`config.mk`:
```
export PLATFORM = sky130hd
export DESIGN_NAME = isr_ctrl
export DESIGN_NICKNAME = d
export VERILOG_FILES = /design/src/sv/isr_pkg.sv /design/src/sv/isr_ctrl.sv
export SDC_FILE = /design/constraint.sdc
export NUM_CORES = 1
export LEC_CHECK = 0
export BUFFER_PORTS_ARGS = -buffer_cell sky130_fd_sc_hd__buf_2
export CAP_MARGIN = 20
export CELL_PAD_IN_SITES_DETAIL_PLACEMENT = 0
export CELL_PAD_IN_SITES_GLOBAL_PLACEMENT = 1
export CORE_UTILIZATION = 27
export CTS_BUF_LIST = sky130_fd_sc_hd__clkbuf_4
export DETAILED_ROUTE_END_ITERATION = 12
export GPL_TIMING_DRIVEN = 1
export PLACE_DENSITY_LB_ADDON = 0.1
export SKIP_LAST_GASP = 1
export SLEW_MARGIN = 20
export SYNTH_ARGS = -nofsm -noshare
export SYNTH_HDL_FRONTEND = slang
export SYNTH_SLANG_ARGS = --single-unit
```
`constraint.sdc`:
```
create_clock -name clk -period 1.4 [get_ports clk]
set_clock_uncertainty 0.1 [all_clocks]
set_input_delay 0.28 -clock clk [delete_from_list [all_inputs] [get_ports clk]]
set_output_delay 0.28 -clock clk [all_outputs]
set_load 0.02 [all_outputs]
```
`src/sv/isr_pkg.sv`:
```
package isr_pkg;

	localparam int STORE_BYTES_DEF = 262144;
	localparam int DUP_CHECK_DEF = 32;
	localparam int FILL_BYTE_DEF = 136;
	localparam logic [18:0] MAX_FRAME_RESET = 19'(200 * 1024);
	localparam int CFG_IDX_W = 1;

	localparam logic [1:0] OP_HDR = 2'd0;
	localparam logic [1:0] OP_DATA = 2'd1;
	localparam logic [1:0] OP_READ = 2'd2;

	localparam logic [CFG_IDX_W-1:0] REG_VIDEO_TYPE = 1'd0;
	localparam logic [CFG_IDX_W-1:0] REG_MAX_FRAME = 1'd1;

	typedef enum logic [2:0] {
		ST_ACCEPTED = 3'd0,
		ST_OLD = 3'd1,
		ST_DUPLICATE = 3'd2,
		ST_TOO_LARGE = 3'd3,
		ST_OTHER_TYPE = 3'd4,
		ST_COMPLETE = 3'd5,
		ST_READ = 3'd6,
		ST_RANGE = 3'd7
	} status_t;

	typedef enum logic [2:0] {
		S_INIT,
		S_IDLE,
		S_REFILL,
		S_CHECK,
		S_DUP,
		S_DUPCHK,
		S_RDWAIT
	} state_t;

	typedef struct packed {
		logic hdr;
		logic data;
		logic rd;
		logic rd_emit;
		logic clr_step;
		logic range_emit;
		logic dup_start;
		logic dup_rd;
		logic dup_next;
		logic dup_emit;
		logic accept;
	} cmd_t;

	typedef struct packed {
		logic hdr_reject;
		logic hdr_newer;
		logic rd_ok;
		logic clr_last;
		logic range_bad;
		logic win_empty;
		logic dup_last;
		logic dup_mismatch;
		logic out_free;
	} sts_t;

endpackage

```
`src/sv/isr_ctrl.sv`:
```
module isr_ctrl (
	input logic clk,
	input logic arst_n,
	input logic slice_valid,
	input logic [1:0] opcode,
	output logic slice_ready,
	output isr_pkg::cmd_t cmd,
	input isr_pkg::sts_t sts
);
	import isr_pkg::*;

	state_t state_q, state_d;

	always_ff @(posedge clk or negedge arst_n) begin
		if (!arst_n) begin
			state_q <= S_INIT;
		end else begin
			state_q <= state_d;
		end
	end

	always_comb begin
		state_d = state_q;
		cmd = '0;
		slice_ready = 1'b0;
		case (state_q)
			S_INIT: begin
				cmd.clr_step = 1'b1;
				if (sts.clr_last) state_d = S_IDLE;
			end
			S_IDLE: begin
				slice_ready = sts.out_free;
				if (slice_valid && sts.out_free) begin
					case (opcode)
						OP_HDR: begin
							cmd.hdr = 1'b1;
							if (!sts.hdr_reject) state_d = sts.hdr_newer ? S_REFILL : S_CHECK;
						end
						OP_DATA: cmd.data = 1'b1;
						OP_READ: begin
							cmd.rd = 1'b1;
							if (sts.rd_ok) state_d = S_RDWAIT;
						end
						default: ;
					endcase
				end
			end
			S_REFILL: begin
				cmd.clr_step = 1'b1;
				if (sts.clr_last) state_d = S_CHECK;
			end
			S_CHECK: begin
				state_d = S_IDLE;
				if (sts.range_bad) begin
					cmd.range_emit = 1'b1;
				end else if (sts.win_empty) begin
					cmd.accept = 1'b1;
				end else begin
					cmd.dup_start = 1'b1;
					state_d = S_DUP;
				end
			end
			S_DUP: begin
				cmd.dup_rd = 1'b1;
				state_d = S_DUPCHK;
			end
			S_DUPCHK: begin
				state_d = S_IDLE;
				if (sts.dup_mismatch) begin
					cmd.dup_emit = 1'b1;
				end else if (sts.dup_last) begin
					cmd.accept = 1'b1;
				end else begin
					cmd.dup_next = 1'b1;
					state_d = S_DUP;
				end
			end
			S_RDWAIT: begin
				cmd.rd_emit = 1'b1;
				state_d = S_IDLE;
			end
			default: state_d = S_INIT;
		endcase
	end
endmodule

```
==> summary.md <==
| Metric | Value |
|---|---|
| Register bit total from synthesis | `3` |
| Tcrit/Tclk final | `126.5%` |
| Most frequent CP cell | `nor3b_4` |
| First-pass GRT wire length | `~1.9 mm` |
| Startpoint Class | `register` |
| Clock power share | `~16%` |
| Setup CP Type | `register to output port` |
| Clk slew on worst S/H paths | `0.04 ns` |
| Initial antenna violation count | `0` |
| Most flops, register | `state_q` |
| Non-filler instance count after layout | `between 100 and 150` |
| Final setup fails | `14` |
| First-pass DRT Iterations | `4` |
| Setup crit start | `state_q[1]` |
| Max Clk Rate | `roughly 560 MHz` |
| Worst skew pair latency | `~0.23 ns` |
| Reg2reg path depth | `6` |
| Fin area | `between 900 and 1000 um^2` |
| Worst Max-Slew Pin Slew | `0.2454 ns` |
| Placer congestion estimate | `just under 0.8` |
| Cells after Synth | `a little over 50` |
| Synth top area cells | `dfrtp_1, nand2b_1, nor2_1` |
| Rel. slew slack | `a little over four fifths` |
| Final Util | `between 60% and 70%` |
| Std cell rows | `14` |
| Cell family with most CP delay | `simple AND/OR/NAND/NOR gates` |
| Top-count cell post-synth | `nor2_1` |
| CTS tree | `done` |
| Crit. path cell count | `4` |
| Core area | `roughly 1500 um^2` |
| Maximum vdd drop | `between 0.5 and 0.6 mV` |
| Worst path slowest cell | `dfrtp_2` |
| # port buffers | `25` |
| Vias | `approximately 540` |
| Initial Utilization | `between 20 and 30%` |
| Die Wd | `42.04 um` |
| MaxCap Viol Count | `0` |
| Failing checks | `negative setup slack` |
| Sw frac | `approximately two fifths` |
| Sequential element share of the synthesized area | `roughly 17%` |
| Worst R2R Setup Slack | `-0.18 ns` |
| DR DRC count | `0` |
| Gr ovfl total | `0` |
| Num Clock Sinks | `3` |
| Root buffer cell | `clkbuf_4` |
| EDFF count, synth | `0` |
| DP Worst Slack | `-0.2062 ns` |
| Layout cell share with drive strength beyond 1 | `about three quarters` |
| Setup Total Neg Slack | `-3.427 ns` |
| Tmin final | `~1.8 ns` |
| Top Registers | `state_q x3` |
| Die height | `roughly 42 um` |
| Vias in the first global route | `between 400 and 500` |
| Crit path cell chain | `nor3b_4 -> nand3_4 -> nor3b_4 -> buf_6` |
| RSZ-0062 raised after global routing | `yes` |
| Hold crit path type | `primary input to async pin` |
| Diode count | `0` |
| Lkg Pwr | `0.4233 nW` |
| Psw | `approximately 390 uW` |
| Flop pwr share | `about an eighth` |
| FF-to-FF End | `state_q[2]` |
| P per Cell Area | `~1100 nW/um^2` |
| Post-synth net total | `65` |
| Bufs on Longest Clock Path | `2` |
| Synth-to-layout area growth | `109.8%` |
| Largest net degree at the start of global routing | `12` |
| Average wire per standard cell | `around 12 um` |
| Post-DP HPWL | `approximately 990 um` |
| Mapped cell area | `around 430 um^2` |
| Top Ports | `26` |
| Tot Pwr | `~1.0 mW` |
| Final hold violation count | `0` |
| Combinational share of power | `between 70% and 80%` |
| Synth cell types | `33` |
| Post-DRT Antenna Nets | `0` |
| CP Capture Type | `output port` |
| CP required | `just over 1 ns` |
| CTS buffer count | `3` |
| DRC marker count from the first detailed-route iteration | `4` |
| Worst setup margin | `-0.3707 ns` |
| Critical Path Fanout Max | `3` |
| Area leader, netlist | `dfrtp_1` |
| Internal power | `640.2 uW` |
| Post-DP Area | `645.6 um^2` |
| Post-DR vias/cell | `about 4.8` |
| Final #Nets | `110` |
| Critical Path Max Stage Delay | `0.42 ns` |
| Async SR Flop Fraction | `between 90% and 100%` |
| Syn. warnings | `0` |
| Status | `finished with violations` |
| Arr. time, crit path | `between 1 and 1.5 ns` |
| Placed cells | `between 90 and 100` |
| Commonest register cell after synthesis | `dfrtp_1` |
| Full die area | `approximately 1800 um^2` |
| Post-synth top area share | `17.34%` |
| Max reg flops | `3` |
| R2R Path Start | `state_q[2]` |
| CP Buf/Inv Count | `1` |
| GRT Resource Usage Total | `roughly 14%` |
| H-Tree Level Count | `1` |
| Slew Viols, Final | `0` |
| Worst Setup EP | `cmd[9]` |
| Synth Area per Inst | `approximately 8.5 um^2` |
| Routed WL | `between 1 and 1.5 mm` |
| Synth cell count leaders | `nor2_1, nand2b_1, dfrtp_1` |
| Hold Slack | `between 0.2 and 0.3 ns` |
how the worst min path moves through the flow:
stage / to / slack [ns] / from / cells after the start
after floorplan: state_q[0] / -0.12 / arst_n / 0
after global placement: state_q[0] / -0.02 / arst_n / 1
after detailed placement: state_q[2] / -0.02 / arst_n / 1
after CTS: state_q[0] / 0.27 / arst_n / 2
after global routing: state_q[2] / 0.28 / arst_n / 2
final: state_q[0] / 0.27 / arst_n / 2
placed cells by master, fill, tap and decap left out, types with 2 or more instances in the layout:
master,Yosys,layout
dfrtp_1,3,2
nand2b_1,5,2
buf_6,2,15
clkbuf_4,1,4
nor2_1,8,5
buf_4,0,13
nor2_4,0,3
buf_2,0,14
nand2b_4,0,3
nor3b_4,1,2
layout make-up:
cell class | instances | area (um^2)
Tap cell | 16 | 20.02
Multi-Input combinational cell | 43 | 427.9
Fill cell | 144 | 598.1
Timing Repair Buffer | 43 | 346.6
Sequential cell | 3 | 76.32
Inverter | 2 | 7.507
Clock buffer | 4 | 30.03
metal layers:
| metal | wire length (um) | vias up | GRT usage, % | share of wire (%) |
|---|---|---|---|---|
| met1 | 575 | 243 | 18.01 | 44 |
| met5 | 0 | - | 0 | 0 |
| met3 | 60 | 0 | 0.4310 | 4.6 |
| met2 | 673 | 19 | 25.00 | 51 |
| li1 | - | 273 | - | - |
| met4 | 0 | 0 | 7.500 | 0 |
power groups by stage:
| stage | combinational (mW) | sequential, mW | clock, mW |
|---|---|---|---|
| global route | 0.779 | 0.130 | 0.182 |
| finish | 0.735 | 0.128 | 0.170 |
| detailed placement | 0.512 | 0.127 | 0 |
| floorplan | 0.347 | 0.124 | 0 |
| global placement | 0.511 | 0.127 | 0 |
| CTS | 0.702 | 0.128 | 0.174 |
repair_timing:
action	CTS	global route
setup buffers	4	3
hold endpoints to repair	3	0
pin swaps	11	2
setup endpoints to repair	14	14
gates resized for setup	40	3
hold buffers	1	0
gates cloned	0	0
cells by family after synthesis:
group	after synthesis	share of synthesized area, %
AO/OA/AOI/OAI	10	19.65
flip-flops	3	17.34
buffers and inverters	5	8.669
AND/OR/NAND/NOR	33	54.34
Note: power is estimated with default switching activity, not from simulation.
